[config.mk]
export PLATFORM = sky130hd
export DESIGN_NAME = csa_cfg_flat
export DESIGN_NICKNAME = d
export VERILOG_FILES = /design/src/hw/rtl/csa_pkg.sv /design/src/hw/rtl/csa_if.sv /design/src/hw/rtl/csa_cfg.sv /design/src/flat_wrapper.sv
export SDC_FILE = /design/constraint.sdc
export NUM_CORES = 1
export LEC_CHECK = 0
export ABC_AREA = 0
export BUFFER_PORTS_ARGS = -buffer_cell sky130_fd_sc_hd__buf_2
export CORE_MARGIN = 2
export CORE_UTILIZATION = 47
export CTS_BUF_LIST = sky130_fd_sc_hd__clkbuf_8
export CTS_CLUSTER_SIZE = 30
export DETAILED_ROUTE_END_ITERATION = 16
export HOLD_SLACK_MARGIN = 0.05
export PLACE_DENSITY = 0.87
export REMOVE_ABC_BUFFERS = 1
export SLEW_MARGIN = 0
export SYNTH_ARGS = -nofsm -noshare
export SYNTH_HDL_FRONTEND = slang
export SYNTH_SLANG_ARGS = --single-unit
[constraint.sdc]
create_clock -name clock -period 4.05 [get_ports clock]
set_input_delay 0 -clock clock [delete_from_list [all_inputs] [get_ports clock]]
set_output_delay 0 -clock clock [all_outputs]
set_load 0.1 [all_outputs]
[src/hw/rtl/csa_pkg.sv]
// Shared constants, types and helper functions of the set-associative cache hit/miss core.
package csa_pkg;

   // Address and payload widths.
   localparam int ADDR_BITS      = 32;
   localparam int COUNT_W        = 32;
   localparam int MAX_BLOCKS_DEF = 1024;

   // The tag store is organized as rows of LANES entries read side by side.
   localparam int LANES  = 8;
   localparam int LANE_W = 3;

   // Configuration register widths and reset values.
   localparam int POLICY_W      = 1;
   localparam int WAYS_LOG2_W   = 4;
   localparam int BLOCKS_LOG2_W = 4;
   localparam int OFFSET_W      = 3;

   localparam logic [POLICY_W-1:0]      POLICY_RST      = 1'b0;
   localparam logic [WAYS_LOG2_W-1:0]   WAYS_LOG2_RST   = 4'd0;
   localparam logic [BLOCKS_LOG2_W-1:0] BLOCKS_LOG2_RST = 4'd4;
   localparam logic [OFFSET_W-1:0]      OFFSET_RST      = 3'd5;

   // Configuration port.
   localparam int CSR_IDX_W  = 2;
   localparam int CSR_DATA_W = 32;

   localparam logic [CSR_IDX_W-1:0] REG_POLICY_MODE = 2'd0;
   localparam logic [CSR_IDX_W-1:0] REG_WAYS_LOG2   = 2'd1;
   localparam logic [CSR_IDX_W-1:0] REG_BLOCKS_LOG2 = 2'd2;
   localparam logic [CSR_IDX_W-1:0] REG_OFFSET_BITS = 2'd3;

   // Replacement policies.
   localparam logic [POLICY_W-1:0] POLICY_FIFO   = 1'b0;
   localparam logic [POLICY_W-1:0] POLICY_RANDOM = 1'b1;

   // Pseudo-random victim generator.
   localparam int               LFSR_W    = 16;
   localparam logic [LFSR_W-1:0] LFSR_SEED = 16'hACE1;

   // Controller states.
   typedef enum logic [2:0] {
      ST_CLEAR,
      ST_IDLE,
      ST_SCAN,
      ST_WAIT,
      ST_DECIDE,
      ST_OUT
   } state_type;

   // Effective cache geometry after clamping the configuration.
   typedef struct packed {
      logic [POLICY_W-1:0]    policy_mode;
      logic [WAYS_LOG2_W-1:0] ways_log2;
      logic [WAYS_LOG2_W-1:0] set_bits;
      logic [OFFSET_W-1:0]    offset_bits;
   } geom_type;

   // One tag store entry.
   typedef struct packed {
      logic                 valid;
      logic [ADDR_BITS-1:0] tag;
   } entry_type;

   // Write request into one row of the tag store.
   typedef struct packed {
      logic [LANES-1:0] lane_en;
      entry_type        entry;
   } tag_wr_type;

   // One step of the Fibonacci LFSR with taps 16, 14, 13 and 11.
   function automatic logic [LFSR_W-1:0] lfsr_next(input logic [LFSR_W-1:0] v);
      logic fb;
      fb = v[0] ^ v[2] ^ v[3] ^ v[5];
      return {fb, v[LFSR_W-1:1]};
   endfunction

endpackage

[src/hw/rtl/csa_if.sv]


// Configuration write channel.
interface csa_csr_if;
   logic                           valid;
   logic                           ready;
   logic [csa_pkg::CSR_IDX_W-1:0]  index;
   logic [csa_pkg::CSR_DATA_W-1:0] data;

   modport source (output valid, output index, output data, input ready);
   modport sink   (input valid, input index, input data, output ready);
endinterface

[src/hw/rtl/csa_cfg.sv]
// Configuration registers and the clamped cache geometry derived from them.
module csa_cfg #(
   parameter int CapLog2 = 10
) (
   input  logic              clock,
   input  logic              reset,
   csa_csr_if.sink           csr_chan,
   output csa_pkg::geom_type geom
);

   logic [csa_pkg::POLICY_W-1:0]      policy_ff, policy_in;
   logic [csa_pkg::WAYS_LOG2_W-1:0]   ways_ff, ways_in;
   logic [csa_pkg::BLOCKS_LOG2_W-1:0] blocks_ff, blocks_in;
   logic [csa_pkg::OFFSET_W-1:0]      offset_ff, offset_in;
   logic [csa_pkg::BLOCKS_LOG2_W-1:0] blocks_eff;
   logic [csa_pkg::WAYS_LOG2_W-1:0]   ways_eff;

   // Writes are always taken.
   assign csr_chan.ready = 1'b1;

   // Register write decode; indexes beyond the list leave everything unchanged.
   always_comb begin
      policy_in = policy_ff;
      ways_in   = ways_ff;
      blocks_in = blocks_ff;
      offset_in = offset_ff;
      if (csr_chan.valid) begin
         unique case (csr_chan.index)
            csa_pkg::REG_POLICY_MODE: policy_in = csr_chan.data[csa_pkg::POLICY_W-1:0];
            csa_pkg::REG_WAYS_LOG2:   ways_in   = csr_chan.data[csa_pkg::WAYS_LOG2_W-1:0];
            csa_pkg::REG_BLOCKS_LOG2: blocks_in = csr_chan.data[csa_pkg::BLOCKS_LOG2_W-1:0];
            csa_pkg::REG_OFFSET_BITS: offset_in = csr_chan.data[csa_pkg::OFFSET_W-1:0];
            default: ;
         endcase
      end
   end

   always_ff @(posedge clock) begin
      if (reset) begin
         policy_ff <= csa_pkg::POLICY_RST;
         ways_ff   <= csa_pkg::WAYS_LOG2_RST;
         blocks_ff <= csa_pkg::BLOCKS_LOG2_RST;
         offset_ff <= csa_pkg::OFFSET_RST;
      end else begin
         policy_ff <= policy_in;
         ways_ff   <= ways_in;
         blocks_ff <= blocks_in;
         offset_ff <= offset_in;
      end
   end

   // Clamp the block count to the store size and the associativity to the block count.
   always_comb begin
      blocks_eff = (blocks_ff > csa_pkg::BLOCKS_LOG2_W'(CapLog2)) ?
                   csa_pkg::BLOCKS_LOG2_W'(CapLog2) : blocks_ff;
      ways_eff   = (ways_ff > blocks_eff) ? blocks_eff : ways_ff;
      geom.policy_mode = policy_ff;
      geom.ways_log2   = ways_eff;
      geom.set_bits    = blocks_eff - ways_eff;
      geom.offset_bits = offset_ff;
   end

endmodule

[src/flat_wrapper.sv]
// flat-port wrapper written by rule: the top's interface ports become plain ports
module csa_cfg_flat 
#(
   parameter int CapLog2 = 10
)
  (clock, reset, geom, csr_chan_valid, csr_chan_index, csr_chan_data, csr_chan_ready);
  csa_csr_if csr_chan_i ();
  input  logic clock;
  input  logic reset;
  output csa_pkg::geom_type geom;
  input wire logic [$bits(csr_chan_i.valid)-1:0] csr_chan_valid;
  input wire logic [$bits(csr_chan_i.index)-1:0] csr_chan_index;
  input wire logic [$bits(csr_chan_i.data)-1:0] csr_chan_data;
  output wire logic [$bits(csr_chan_i.ready)-1:0] csr_chan_ready;
  assign csr_chan_i.valid = csr_chan_valid;
  assign csr_chan_i.index = csr_chan_index;
  assign csr_chan_i.data = csr_chan_data;
  assign csr_chan_ready = csr_chan_i.ready;
  csa_cfg #(.CapLog2(CapLog2)) u_core (.clock(clock), .reset(reset), .csr_chan(csr_chan_i), .geom(geom));
endmodule
After elaboration in Yosys (flattened, before gate mapping)
Index checks and enable logic that the tools add are counted.

Flip-flop bits (word level): 12. RAM bits: 0. Memories kept: 0. Memory bits (read-only): 0. Latch bits: 0.

Multiply operators: 0. Add/subtract/negate cells: 1. Muxes and demuxes: 2. Bitwise gates (word level): 0. Div/mod/pow operators: 0. Shift operators: 0. $lt $le $gt $ge: 2. Reductions and logical operators: 5. Equal/unequal tests: 3.

Operators by type and width (count): $mux W4 (2); $reduce_and A2 Y1 (4); $eq A2 B2 Y1 const B (2); $gt A4 B4 Y1 (1); $gt A4 B4 Y1 const B (1); $sub A4 B4 Y4 (1); $eq A2 B1 Y1 const B (1); $logic_not A2 Y1 (1).

Logic depth before layout (Yosys ltp)
Word-level depth: 5. Depth in mapped cells: 12. Mapped depth without buffers: 12.

Worst setup path after synthesis
OpenSTA, ideal clock, no wires.

Path type: register -> output. Start: register u_core.blocks_ff[3] (netlist name). End: output geom[5] (netlist name). Data arrival time: 4.965 ns. Stages on the path, launching flop included: 13. Slack: -0.915 ns. Path buffers: 0. Cell sequence: dfxtp_1 o21ai_0 and2_1 ha_1 nor2_1 maj3_2 a31oi_4 mux2i_1 ha_1 inv_1 ha_1 a21oi_1 xnor2_1.

RTL lines: start, declared (RTL line csa_cfg.sv:13) `logic [csa_pkg::BLOCKS_LOG2_W-1:0] blocks_ff, blocks_in;`; start signal, assigned (RTL line csa_cfg.sv:42) `blocks_ff <= csa_pkg::BLOCKS_LOG2_RST;`; start signal, assigned (RTL line csa_cfg.sv:47) `blocks_ff <= blocks_in;`; end, declared (RTL line flat_wrapper.sv:10) `output csa_pkg::geom_type geom;`.

==> results.yml <==
status:
  run_status: "finished clean"
clock_tree:
  cts_inserted_buffers: 3
  clock-sinks: 12
  cts_max_path_buffers: 2
  cts_tree: "yes"
  postCtsHoldBufs: 4
  clk_latency_ns: 0.24
  cts_setup_buffers: 0
  htreeDepth: 1
  cts.reportedPaths.clkPinSlew_ns: 0.05
  ctsResizeCount: 0
  cts-root-buf: "clkbuf_8"
logic_synthesis:
  syn_area_sq_um: 798
  synthArstFlopShare: 0
  ys.flop_type: "dfxtp_1"
  synth.avg_cell_area_sq_um: 9.28
  yosys_register_bits: 12
  ys_seq_area_frac: 0.301
  synthCells: 86
  yosysWarnings: 0
  synth.distinct_cells: 26
  synth_edf_count: 0
global_route:
  grt_pass1_vias: 593
  antenna_found_initial: 0
  gr-total-overflow: 0
  grt_pass1_wl_microns: 2480
  grt_max_degree: 13
  grtUsageTotal: 0.169
floorplanning:
  core_sq_um: 1540
  rows: 14
  pin_count: 50
  start_util: 0.518
  dieArea_sq_um: 2040
  fp.dieH_microns: 45.2
  dieWidth_microns: 45.2
cells_and_area:
  layout.nets: 155
  drive_gt1_frac: 0.288
  diodes: 0
  instances_no_fill: 127
  areaGrowthSynthToFinish_pct: 24.6
pwr:
  max-vdd-ir-drop_v: 0.000245
  cellPowerDensity_nw_per_um2: 414
  p_leak_nw: 0.530
setup_path:
  critPathLaunchType: "register"
  r2r-start: "u_core.blocks_ff[3]"
  cp_top_family: "adder cells"
  setup.worst_path.class: "reg2out"
  crit_path_end_kind: "output pin"
  worstPathArrival_ns: 3.55
  crit_path_top_delay_cell: "dfxtp_1"
  path_buf_inv: 1
  crit_path_start: "u_core.blocks_ff[3]"
  required_ns: 4.05
  path_cells: "o21ai_0 -> and2_1 -> ha_1 -> nor2_1 -> maj3_2 -> a31oi_4 -> mux2i_1 -> ha_1 -> o21ai_0 -> a31oi_1 -> xnor2_1 -> mux2_4 -> buf_2"
  slowest_delay_ns: 0.45
  crit_path_max_fanout: 7
routing:
  vias: 660
  first_iter_violations: 7
  drt-vias-per-instance: 5.20
  drc: 0
  ant_nets: 0
  routedWlPerCell_microns: 11.7
  first_pass_iters: 4
  wl_microns: 1480
placement:
  gp_congestion: 0.761
  dp_cells: 119
  portBuffers: 20
  place_ws_ns: 0.719
  dpl.hpwl_microns: 1130
timing:
  finalCriticalPeriod_ns: 3.55
  period_share: 0.875
  setup_slack_ns: 0.505
  skew_ns: 0
  drv_slew: 0
  final_hold_viol_count: 0
  setup_violations: 0
  rsz0062_at_grt: "no"
  max_freq_mhz: 282
  fin_setup_tns_ns: 0
min_path:
  min-delay-path-class: "in2reg"
  worstHoldStart: "reset"
flow_run:
  drv_cap: 0
## final cells by class
class                   instances  area, sq um
inverters                       8         30.0
repair buffers                 24          140
clock buffers                   4         55.1
well taps                      16         20.0
flip-flops and latches         12          240
multi-input cells              63          509
fillers                       140          547
## sequential cells by signal (all words and copies together) (netlist names)
signal	flops
u_core.blocks_ff	4
u_core.offset_ff	3
u_core.policy_ff	1
u_core.ways_ff	4
## metal layers
layer / GRT usage / up-vias / share of wire
met4: 0.106 / 0 / 0.017
li1: - / 339 / -
met5: 0 / - / 0
met1: 0.200 / 294 / 0.44
met2: 0.294 / 23 / 0.48
met3: 0.0120 / 4 / 0.055
## logic make-up after synthesis
family	after synthesis	share of synthesized area
compound gates	10	0.108
xor+xnor	3	0.0329
fa+ha+maj	7	0.108
buf+inv	11	0.0611
flops	12	0.301
mux	17	0.232
other cells	1	0.00470
simple gates	25	0.152
## cells in the mapped netlist (2+ instances only)
cell | instances | area [sq um]
a21oi_1 | 3 | 15.0
buf_4 | 2 | 15.0
dfxtp_1 | 12 | 240
ha_1 | 6 | 75.1
inv_1 | 8 | 30.0
mux2_4 | 3 | 45.0
mux2i_1 | 14 | 140
nand2_1 | 4 | 15.0
nand2b_1 | 2 | 12.5
nand3b_1 | 2 | 15.0
nor2_1 | 12 | 45.0
o21ai_0 | 2 | 10.0
xnor2_1 | 3 | 26.3
## per-stage QoR
step | area (sq um) | total power [mW] | utilization | hold slack, ns
3_5_place_dp | 900 | 0.283 | 0.584 | 0.257
6_report | 995 | 0.412 | 0.645 | 0.0667
2_1_floorplan | 779 | 0.261 | - | 0.0724
4_1_cts | 995 | 0.414 | 0.645 | 0.0701
3_3_place_gp | 900 | 0.280 | 0.584 | 0.246
5_1_grt | 995 | 0.431 | 0.645 | 0.0727
## path summary, 6_finish.rpt
path                               to  slack (ns)  depth (start not counted)
setup / recovery              geom[6]        0.50                         13
hold / removal      u_core.ways_ff[2]        0.07                          2
setup reg to reg  u_core.blocks_ff[3]        3.33                          2
hold reg to reg   u_core.offset_ff[2]        0.48                          2
## power breakdown
group	leakage (nW)	total [mW]	switching, mW	internal [mW]
combinational	0.403	0.156	0.117	0.0394
sequential	0.0977	0.126	0.00400	0.122
clock	0.0288	0.129	0.0434	0.0858
## cell usage in the layout, fill, tap and decap left out
cell type / synthesis / routed
nand2_1: 4 / 4
nand3b_1: 2 / 2
a31oi_1: 1 / 1
and2_1: 1 / 1
a211o_1: 1 / 1
nor3b_1: 1 / 1
o21ai_0: 2 / 2
a31oi_4: 1 / 1
mux2_4: 3 / 3
ha_1: 6 / 6
or2_1: 1 / 1
clkbuf_8: 0 / 4
a21oi_1: 3 / 3
buf_2: 0 / 20
dfxtp_1: 12 / 12
a21oi_2: 1 / 1
nand3_1: 1 / 1
dlygate4sd3_1: 0 / 4
maj3_2: 1 / 1
xnor2_1: 3 / 3
nor2_1: 12 / 12
mux2i_1: 14 / 14
inv_1: 8 / 8
and2b_2: 1 / 1
conb_1: 1 / 1
a41oi_2: 1 / 1
nand2b_1: 2 / 2
Note: power is estimated with default switching activity, not from simulation.
