## config.mk

```make
export PLATFORM = sky130hd
export DESIGN_NAME = csa_ram
export DESIGN_NICKNAME = d
export VERILOG_FILES = /design/src/hw/rtl/csa_ram.sv
export SDC_FILE = /design/constraint.sdc
export NUM_CORES = 1
export LEC_CHECK = 0
export ABC_AREA = 1
export BUFFER_PORTS_ARGS = -buffer_cell sky130_fd_sc_hd__buf_2
export CAP_MARGIN = 5
export CORE_ASPECT_RATIO = 1.75
export CORE_MARGIN = 5
export CORE_UTILIZATION = 44
export DETAILED_ROUTE_END_ITERATION = 6
export MAX_ROUTING_LAYER = met4
export PLACE_DENSITY = 0.66
export SYNTH_ARGS = -nofsm -noshare
export SYNTH_HDL_FRONTEND = slang
export SYNTH_SLANG_ARGS = --single-unit
```

## constraint.sdc

```tcl
create_clock -name clock -period 2.5 [get_ports clock]
set_input_delay 0 -clock clock [delete_from_list [all_inputs] [get_ports clock]]
set_output_delay 0 -clock clock [all_outputs]
set_load 0.01 [all_outputs]
```

## src/hw/rtl/csa_ram.sv

```systemverilog
// Generic single-write, single-read synchronous RAM with registered read data.
module csa_ram #(
   parameter int Width = 8,
   parameter int Depth = 16
) (
   input  logic                     clock,
   input  logic                     wr_en,
   input  logic [$clog2(Depth)-1:0] wr_addr,
   input  logic [Width-1:0]         wr_data,
   input  logic [$clog2(Depth)-1:0] rd_addr,
   output logic [Width-1:0]         rd_data
);

   logic [Width-1:0] mem_ff [Depth];
   logic [Width-1:0] rd_data_ff;

   // Write port.
   always_ff @(posedge clock) begin
      if (wr_en) begin
         mem_ff[wr_addr] <= wr_data;
      end
   end

   // Read port with registered read data.
   always_ff @(posedge clock) begin
      rd_data_ff <= mem_ff[rd_addr];
   end

   assign rd_data = rd_data_ff;

endmodule

```

; Yosys cells after proc, flatten, opt, wreduce, memory -nomap -nowiden
; Memory sizes are Yosys's and may differ from the RTL's. A register that Yosys moved wholly into a read port is not among the register bits.
; Index checks and enable logic that the tools add are counted.
[classes]
n_shift = 0
n_reduce_logical = 0
div = 0
add_sub_neg = 0
multipliers = 0
eq_ne = 0
n_lt_le_gt_ge = 0
n_mux = 2
bitwise_logic = 0
[ops]
columns = cell, n
row1 = $mux W1, 2
[word_totals]
regBits = 0
mem_count = 1
output_inout_bits = 8
latch_bits = 0
ramBits = 128
wordCells = 3
in_bits = 18
romBits = 0
[mem_list]
columns = name, words, width, read_ports, rd_clocked_by_memory_dff, wr, line_no
row1 = mem_ff, 16, 8, 1, 1, 1, 14  ; logic [Width-1:0] mem_ff [Depth];

; Logic depth before layout (Yosys ltp)
; Gate-level depths: netlist (run 1).
[logic_depth]
ltp_word = 2
ltp_mapped = 8
mapped_depth_nobuf = 7

; Worst setup path after synthesis (run 1)
; OpenSTA, ideal clock, no wires.
[synth_timing]
kind = input port to flip-flop
startpoint = input port wr_addr[2]
endpoint = memory mem_ff[10][0], enable pin
setup_time_ps = 370
t_arrival_ps = 581
slack_ps = 1549
path_stages = 2
path_buffers = 0
path_cell_list = nand3b_1 nor2_1
[synth_lines]
columns = item, line_no
row1 = from (decl), 8  ; input logic [$clog2(Depth)-1:0] wr_addr,
row2 = to (decl), 14
; Straight into the memory's write port.

; Worst setup path in the final report (run 1)
[layout_timing]
startpoint = input port wr_addr[2]
endpoint = memory mem_ff[11][7], enable pin
; Straight into the memory's write port.

==> impl_metrics.tcl, run 1 <==
set metrics [dict create \
    outcome "finished, final reports clean" \
    seqPwrFrac_pct 46.6 \
    p_switching_mw 1.134 \
    io_buffers 25 \
    ys_seq_area_share_pct 69.43 \
    yosysWarnings 0 \
    total_power_mw 5.494 \
    wl_met3_um 621 \
    cts_buffers 17 \
    netlist_instances 551 \
    clk_pin_slew_ns 0.06 \
    die_y_um 161.4 \
    vias_per_cell 4.886 \
    vias 3757 \
    fin_cells 769 \
    drt-total-wl_mm 12.23 \
    clk_latency_ns 0.42 \
    p_sw_share_pct 20.64 \
    comb_power_share_pct 5.5 \
    whs_path_depth 4 \
    netlist_top_cells_area "edfxtp_1, nand2_1, nand3_1, inv_1, dfxtp_1" \
    reg2reg_depth 6 \
    hold_path.class "in -> reg" \
    ant_nets 0 \
    synth_seq_cells 136 \
    cts_max_path_buffers 2 \
    die_area_mm2 0.01559 \
    design_area_mm2 0.006711 \
    ioPinCount 26 \
    antenna_found_initial 0 \
    setup_violations 0 \
    dp_cells 728 \
    hold_path_startpoint "rd_addr[2]" \
    p_int_mw 4.360 \
    crit_slowest_cell "nor2_1" \
    grt_pass1_wl_mm 19.12 \
    die_x_um 96.54 \
    dr.max_layer_used "met4" \
    leakagePower_nw 2.884 \
    avgSynthCellArea_um2 10.47 \
    crit_path_cell_trace "buf_2 -> nand3b_1 -> nor2_1" \
    pre_cts_ws_ns 1.051 \
    cts.htree.levels 4 \
    critPathMaxFanout 8 \
    dr.pass1.iters 5 \
    syn_nets 569 \
    start_util_pct 44.57 \
    wl_met2_mm 6.853 \
    synth_cell_types 12 \
    grt_pass1_vias 3550 \
    ctsResizeCount 0 \
    wl_met1_mm 4.600 \
    rsz0062_at_grt "false" \
    grt_max_degree 65 \
    tightestPinTransition_ns 0.9047 \
    cts_sinks 136 \
    fin_skew_ns 0.009170 \
    drt_iter0_markers 283 \
    worstPathRequired_ns 2.54 \
    cts_root_buf "clkbuf_16" \
    postCtsSetupBuffers 0 \
    rows 55 \
    period_minus_slack_ns 1.013 \
    slew_headroom_pct 39.47 \
    worstSetupEndpointType "flop" \
    power.density_mw_per_mm2 818.7 \
    core_mm2 0.01294 \
    syn2layout_area_growth_pct 16.38 \
    synth_top_area_cell "edfxtp_1" \
    drc 0 \
    worstSetupStartpointType "primary input" \
    placed_area_mm2 0.005989 \
    fin_setup_tns_ns 0 \
    max_stage_delay_ns 0.69 \
    startpoint "wr_addr[2]" \
    setup_ws_ns 1.487 \
    nets 603 \
    fillers 1144 \
    drt-wirelength-per-cell_um 15.90 \
    clock_power_share_pct 47.9 \
    finalHoldViolCount 0 \
    worstReg2RegStart "mem_ff[7][6]" \
    synth_top_area_share_pct 66.65 \
    critPathArrivalTime_ns 1.05 \
    fin_crit_sh_pct 40.53 \
    routabilityCongestion 0.8239 \
    track_usage_pct 17.53 \
    fmax_mhz 986.8 \
    drv_cap 0 \
    dp_hpwl_mm 7.691 \
    layout_common_cells "nand2_1, edfxtp_1, inv_1, nand3_1, buf_2" \
    antennaDiodeCount 0 \
    cts_tree "done" \
    layout_commonest_cell "nand2_1" \
    grt-ovfl-total 0 \
    drive_gt1_share_pct 10.54 \
    postCtsHoldBufs 9 \
    netlist_area_mm2 0.005767 \
    ir_drop_uv 525.5 \
    path_class "in -> reg" \
    slew_violations 0 \
]
==> metal layers <==
layer,GRT usage [%],vias up
li1,-,1839
met1,19.66,1798
met2,30.16,107
met3,4.054,13
met4,6.003,0
met5,-,-
==> cell families (layout without fill, tap and decap cells) <==
group	count (synthesis)	in the layout	synth area share, %
buffers and inverters	126	173	9.525
flip-flops	136	136	69.43
AND/OR/NAND/NOR	289	289	21.05
==> sequential cells by signal, summed over array words and instances (netlist names) <==
register and cells:
rd_data 8, mem_ff 128
==> through the flow <==
stage | util, % | hold slack (ns)
6_report | 51.88 | 0.1028
5_1_grt | 51.88 | 0.1180
4_1_cts | 51.88 | 0.07993
3_5_place_dp | 46.30 | 0.3997
3_3_place_gp | 46.30 | 0.3932
2_1_floorplan | - | 0.09887
==> layout make-up <==
cell class                 count  area, um2  area share (%)
clock inverter                12      175.2           2.610
inverter                     102      382.9           5.705
sequential                   136       4004           59.66
multi-input combinational    289       1214           18.08
clock buffer                  20      456.7           6.805
timing repair buffer          39      265.3           3.952
tap                          171      214.0           3.188
==> path summary, 6_finish.rpt <==
path / endpoint / slack (ns)
setup / recovery: mem_ff[11][7] / 1.49
hold reg to reg: rd_data[2] / 0.66
hold / removal: rd_data[4] / 0.10
setup reg to reg: rd_data[6] / 1.50
==> critical path: cells and delay by family <==
| kind | cells | cell delay [ns] |
|---|---|---|
| buffers and inverters | 1 | 0.11 |
| AND/OR/NAND/NOR | 2 | 0.93 |
==> power groups by stage <==
stage                     clock (mW)  sequential [mW]  combinational (mW)
after detailed placement           0             2.61               0.294
after CTS                       2.66             2.56               0.307
after global placement             0             2.61               0.290
after floorplan                    0             2.62               0.180
final                           2.63             2.56               0.303
after global routing            2.78             2.57               0.342
==> Yosys cell counts <==
cell type  instances
buf_1              1
buf_2             13
buf_4              4
buf_6              6
dfxtp_1            8
edfxtp_1         128
inv_1            100
inv_2              2
nand2_1          173
nand3_1           97
nand3b_1           2
nor2_1            17
(Power assumes the default switching activity.)
==> run 2, diff against run 1 <==
--- a/config.mk
+++ b/config.mk
@@ -5,7 +5,7 @@
 export SDC_FILE = /design/constraint.sdc
 export NUM_CORES = 1
 export LEC_CHECK = 0
-export ABC_AREA = 1
+export ABC_AREA = 0
 export BUFFER_PORTS_ARGS = -buffer_cell sky130_fd_sc_hd__buf_2
 export CAP_MARGIN = 5
 export CORE_ASPECT_RATIO = 1.75
@@ -13,7 +13,7 @@
 export CORE_UTILIZATION = 44
 export DETAILED_ROUTE_END_ITERATION = 6
 export MAX_ROUTING_LAYER = met4
-export PLACE_DENSITY = 0.66
+export PLACE_DENSITY = 0.69
 export SYNTH_ARGS = -nofsm -noshare
 export SYNTH_HDL_FRONTEND = slang
 export SYNTH_SLANG_ARGS = --single-unit
==> constraint.sdc (replaced) <==
create_clock -name clock -period 0.9 [get_ports clock]
set_input_delay 0 -clock clock [delete_from_list [all_inputs] [get_ports clock]]
set_output_delay 0 -clock clock [all_outputs]
set_load 0.01 [all_outputs]
==> run 2 against run 1 <==
  * The flow now finishes with violations (setup timing)
  * Sequential share of layout area up 0.89 points
  * Via count down 36%
  * Non-clock buffer count up 26
  * Setup slack worse by 1.8 ns
  * Final cell count down 41%
  * Die area down 9.9%
  * Critical path depth unchanged
  * Clock-buffer cell count down 2
  * Sequential cell count unchanged
  * Clock skew down 0.0020 ns
  * Power rose to 2.8 times the previous value
  * Largest cell class unchanged
  * Hold slack better by 0.00081 ns
==> impl_metrics.tcl, run 2 <==
set metrics [dict create \
    nets 321 \
    drc 0 \
    drt-total-wl_mm 9.696 \
    hold_ws_ns 0.1036 \
    wl_met1_mm 3.665 \
    synth-edff-count 128 \
    worstSetupStartpointType "flop" \
    ioPinCount 26 \
    antenna_found_initial 0 \
    io_buffers 25 \
    die_y_um 153.1 \
    slew_violations 0 \
    routabilityCongestion 0.8122 \
    largest_reg_flops 128 \
    slew_headroom_pct 36.02 \
    worstSetupEndpointType "flop" \
    period_minus_slack_ns 1.237 \
    design_area_mm2 0.006625 \
    start_util_pct 44.70 \
    dr.pass1.iters 4 \
    clk_latency_ns 0.41 \
    drt_iter0_markers 215 \
    grt_max_degree 17 \
    cts_tree "done" \
    synth_top_area_cell "edfxtp_1" \
    rsz0062_at_grt "true" \
    worstPathRequired_ns 1.19 \
    antennaDiodeCount 0 \
    tightestPinTransition_ns 0.9578 \
    fmax_mhz 808.1 \
    final_util_pct 57.53 \
    vias_per_cell 5.359 \
    hold_path.class "in -> reg" \
    critPathArrivalTime_ns 1.52 \
    max_stage_delay_ns 0.50 \
    crit_slowest_cell "mux4_2" \
    setup_violations 8 \
    grt_pass1_wl_mm 15.35 \
    synth_cell_types 19 \
    synthAdderAreaFrac_pct 0 \
    drt-wirelength-per-cell_um 21.50 \
    fin_cells 451 \
    rows 52 \
    synth_seq_cells 136 \
    yosysMostFrequentCell "edfxtp_1" \
    postCtsSetupBuffers 0 \
    syn_nets 247 \
    ys_dominant_reg_cell "edfxtp_1" \
    synthArstFlopShare_pct 0 \
    grt_pass1_vias 2664 \
    synth-xor-area-share_pct 0 \
    clk_pin_slew_ns 0.05 \
    placed_area_mm2 0.005817 \
    synth_common_cells "edfxtp_1, mux4_2, a22oi_1" \
    drive_gt1_share_pct 46.84 \
    vias 2417 \
    dp_cells 411 \
    cts_sinks 136 \
    netlist_area_mm2 0.005147 \
    core_mm2 0.01152 \
    synth-compound-area-share_pct 2.333 \
    synth_top_family_by_area "multiplexers" \
    netlist_instances 229 \
    ant_nets 0 \
    dr.max_layer_used "met4" \
    die_x_um 91.76 \
    avgSynthCellArea_um2 22.48 \
    crit_path_cell_trace "mux4_2 -> a22oi_1 -> nand2_1" \
    outcome "finished with violations" \
    wl_met3_um 270 \
    cts_buffers 17 \
    fin_skew_ns 0.007167 \
    synth.area.mux_share_pct 15.02 \
    leakagePower_nw 2.224 \
    cts_root_buf "clkbuf_16" \
    critPathMaxFanout 1 \
    cts_max_path_buffers 2 \
    ys_seq_area_share_pct 77.78 \
    synth_simple_gate_area_share_pct 3.184 \
    drv_cap 0 \
    wl_met2_mm 5.649 \
    grt-ovfl-total 0 \
    fin_crit_sh_pct 137.5 \
    ir_drop_uv 1676 \
    netlist_top_cells_area "edfxtp_1, mux4_2, mux4_1, dfxtp_1, a22oi_1" \
    cts.htree.levels 4 \
    finalHoldViolCount 0 \
    synth_top_area_share_pct 74.67 \
    power.density_mw_per_mm2 2343 \
    layout_common_cells "edfxtp_1, mux4_2, buf_2, buf_4, clkbuf_16" \
    die_area_mm2 0.01405 \
    syn2layout_area_growth_pct 28.71 \
    setup_ws_ns -0.3375 \
    yosysWarnings 0 \
    track_usage_pct 15.55 \
    violations "setup timing" \
    largest_register "mem_ff" \
    dp_hpwl_mm 6.905 \
    path_class "reg -> reg" \
    layout_commonest_cell "edfxtp_1" \
]
run 2: cell count changes in the layout (fill, tap and decap cells not counted), sizes merged, moves of 4 or more:
cell	change
inv	-101
nor3	+4
nor2	-4
a22oi	+16
mux4	+32
nand3	-96
nand2	-164
buf	+27
run 2: cell type report:
class	instances	area, um2
Fill cell	814	4891
Sequential cell	136	4011
Multi-Input combinational cell	83	1149
Timing Repair Buffer	65	639.4
Clock buffer	18	429.2
Clock inverter	14	227.7
Tap cell	135	168.9
run 2: per-layer routing:
metal,GRT usage [%],vias to the layer above
met4,5.315,0
li1,-,1111
met1,16.35,1256
met5,-,-
met3,4.525,6
met2,27.59,44
run 2: kinds of logic (layout without fill, tap and decap cells):
family | Yosys count | count (layout)
AOI/OAI and AO/OA | 16 | 16
buffers and inverters | 10 | 97
DFF | 136 | 136
muxes | 32 | 32
and+or+nand+nor | 35 | 35
run 2: critical path, delay by kind of cell (launching register included):
family | cells | cell delay [ns]
compound gates | 1 | 0.20
simple gates | 1 | 0.07
flops | 1 | 0.35
mux | 1 | 0.50
run 2: stage by stage:
| stage | setup TNS, ns | worst slack, ns | total power, mW |
|---|---|---|---|
| final | -2.533 | -0.3375 | 15.53 |
| after global routing | -2.972 | -0.4052 | 16.09 |
| after CTS | -2.600 | -0.3385 | 15.65 |
| after detailed placement | -35.75 | -0.4633 | 8.051 |
| after global placement | -33.14 | -0.4548 | 8.029 |
| after floorplan | -9.861 | -0.2269 | 7.662 |
run 2: final timing paths:
path	slack, ns	startpoint	cells after the start	to
worst max-delay path	-0.34	mem_ff[3][0]	3	rd_data[0]
worst min-delay path	0.10	wr_addr[1]	3	mem_ff[4][0]
worst max register to register	-0.34	mem_ff[3][0]	3	rd_data[0]
worst min register to register	0.67	mem_ff[14][2]	3	rd_data[2]
run 2: timing repair:
action                                  4_1_cts  5_1_grt
endpoints found under the setup margin       10       13
hold endpoints to repair                    128        0
resized for setup                            13        4
pin swaps                                     1        1
hold buffers                                  8        0
run 2: power by group:
part | switching [mW] | leakage [nW] | internal (mW)
Combinational | 0.435 | 0.682 | 0.412
Clock | 2.37 | 0.318 | 5.16
Sequential | 0.0539 | 1.22 | 7.09
==> run 3, diff against run 2 <==
--- a/config.mk
+++ b/config.mk
@@ -5,7 +5,6 @@
 export SDC_FILE = /design/constraint.sdc
 export NUM_CORES = 1
 export LEC_CHECK = 0
-export ABC_AREA = 0
 export BUFFER_PORTS_ARGS = -buffer_cell sky130_fd_sc_hd__buf_2
 export CAP_MARGIN = 5
 export CORE_ASPECT_RATIO = 1.75
@@ -13,7 +12,7 @@
 export CORE_UTILIZATION = 44
 export DETAILED_ROUTE_END_ITERATION = 6
 export MAX_ROUTING_LAYER = met4
-export PLACE_DENSITY = 0.69
+export PLACE_DENSITY = 0.73
 export SYNTH_ARGS = -nofsm -noshare
 export SYNTH_HDL_FRONTEND = slang
 export SYNTH_SLANG_ARGS = --single-unit
==> run 3 against run 2 <==
  * The run still ends with setup timing left
  * Largest cell class unchanged
  * Sequential share of layout area grew 1.4 points
  * Cell area shrank 2.3%
  * Via count grew 1.9%
  * Register-to-register slack lost 0.11 ns
  * Wire length grew 5.8%
  * Critical path type unchanged
  * Combinational power shrank 3.8%
  * Clock-buffer cell count shrank 1
  * Largest power group is now sequential cells
==> impl_metrics.tcl, run 3 (synthesized netlist as in run 2, its figures left out) <==
set metrics [dict create \
    outcome "finished with violations" \
    violations "setup timing" \
    finalHoldViolCount 0 \
    drv_cap 0 \
    ioPinCount 26 \
    nets 318 \
    worstSetupEndpointType "flop" \
    die_area_mm2 0.01405 \
    cts_sinks 136 \
    grt_max_degree 23 \
    drc 0 \
    grt_pass1_vias 2755 \
    cts_max_path_buffers 2 \
    largest_reg_flops 128 \
    vias 2462 \
    hold_path.class "in -> reg" \
    rsz0062_at_grt "true" \
    routabilityCongestion 0.7902 \
    core_mm2 0.01152 \
    ant_nets 0 \
    drt_iter0_markers 221 \
    syn2layout_area_growth_pct 25.72 \
    path_class "reg -> reg" \
    pre_cts_ws_ns -0.4627 \
    period_minus_slack_ns 1.348 \
    track_usage_pct 16.47 \
    fin_skew_ns 0.007552 \
    antennaDiodeCount 0 \
    worstSetupStartpointType "flop" \
    cts_tree "done" \
    setup_violations 8 \
    grt-ovfl-total 0 \
    leakagePower_nw 2.162 \
    fmax_mhz 741.9 \
    grt_pass1_wl_mm 16.02 \
    clk_latency_ns 0.41 \
    total_power_mw 14.67 \
    fin_setup_tns_ns -2.995 \
    final_util_pct 56.19 \
    placed_area_mm2 0.005794 \
    cts_buffers 17 \
    critPathArrivalTime_ns 1.64 \
    worstPathRequired_ns 1.19 \
    largest_register "mem_ff" \
    drive_gt1_share_pct 43.13 \
    ir_drop_uv 1508 \
    critPathMaxFanout 1 \
    io_buffers 25 \
    clk_pin_slew_ns 0.06 \
    layout_common_cells "edfxtp_1, mux4_2, buf_2, clkbuf_16, buf_4" \
    design_area_mm2 0.006471 \
    setup_ws_ns -0.4478 \
    cts_root_buf "clkbuf_16" \
    dr.pass1.iters 4 \
    drt-wirelength-per-cell_um 22.89 \
    fin_crit_sh_pct 149.8 \
    die_x_um 91.76 \
    drt-total-wl_mm 10.26 \
    layout_commonest_cell "edfxtp_1" \
    die_y_um 153.1 \
    antenna_found_initial 0 \
    dp_hpwl_mm 6.908 \
    cts.htree.levels 4 \
    slew_violations 0 \
    vias_per_cell 5.496 \
    start_util_pct 44.70 \
    slew_headroom_pct 48.69 \
    fillers 819 \
    rows 52 \
    power.density_mw_per_mm2 2267 \
    tightestPinTransition_ns 0.7669 \
]
## run 3: changes by cell type in the layout (fill, tap and decap cells not counted), sizes merged
| cell | change |
|---|---|
| bufinv | -3 |
| buf | -3 |
| clkbuf | -1 |
| clkinv | +4 |
## run 3: final cells by class
class	instances	area, um2	share of cell area, %
timing repair buffer	62	598.1	9.242
clock buffer	17	425.4	6.574
tap	135	168.9	2.610
clock inverter	15	157.7	2.436
multi-input combinational	83	1114	17.21
sequential	136	4008	61.93
## run 3: final timing paths
kind            startpoint           end  slack, ns  depth (start not counted)
max           mem_ff[3][7]    rd_data[7]      -0.45                          3
min             wr_addr[3]  mem_ff[1][4]       0.14                          3
min reg2reg  mem_ff[12][5]    rd_data[5]       0.69                          3
max reg2reg   mem_ff[3][7]    rd_data[7]      -0.45                          3
## run 3: power breakdown
part	switching [mW]	internal, mW	total [mW]	leakage, nW
Sequential	0.0423	7.09	7.13	1.22
Clock	2.43	4.30	6.73	0.283
Combinational	0.433	0.381	0.814	0.655
## run 3: layer usage
metal  wire (um)  vias up  track usage (%)
met3         418       15            4.378
met2        6028       77            29.44
met1        3596     1270            16.72
met4         212        0            7.016
li1            -     1100                -
met5           0        -                -
## run 3: timing repair
action | CTS | global route
hold buffers | 8 | 0
setup buffers | 0 | 0
resized for setup | 2 | 3
hold endpoints to repair | 128 | 0
endpoints found under the setup margin | 9 | 10
gates cloned | 0 | 0
## run 3: metrics by stage
step / hold WS, ns / cells
after global placement: 0.3768 / 408
after detailed placement: 0.4014 / 408
after CTS: 0.1340 / 448
final: 0.1443 / 448
after global routing: 0.1580 / 448
after floorplan: 0.09887 / 229
## run 3: critical path: stages (launching register included)
cell and delay [ns]:
edfxtp_1 0.41, mux4_2 0.52, a22oi_2 0.21, nand2_1 0.09
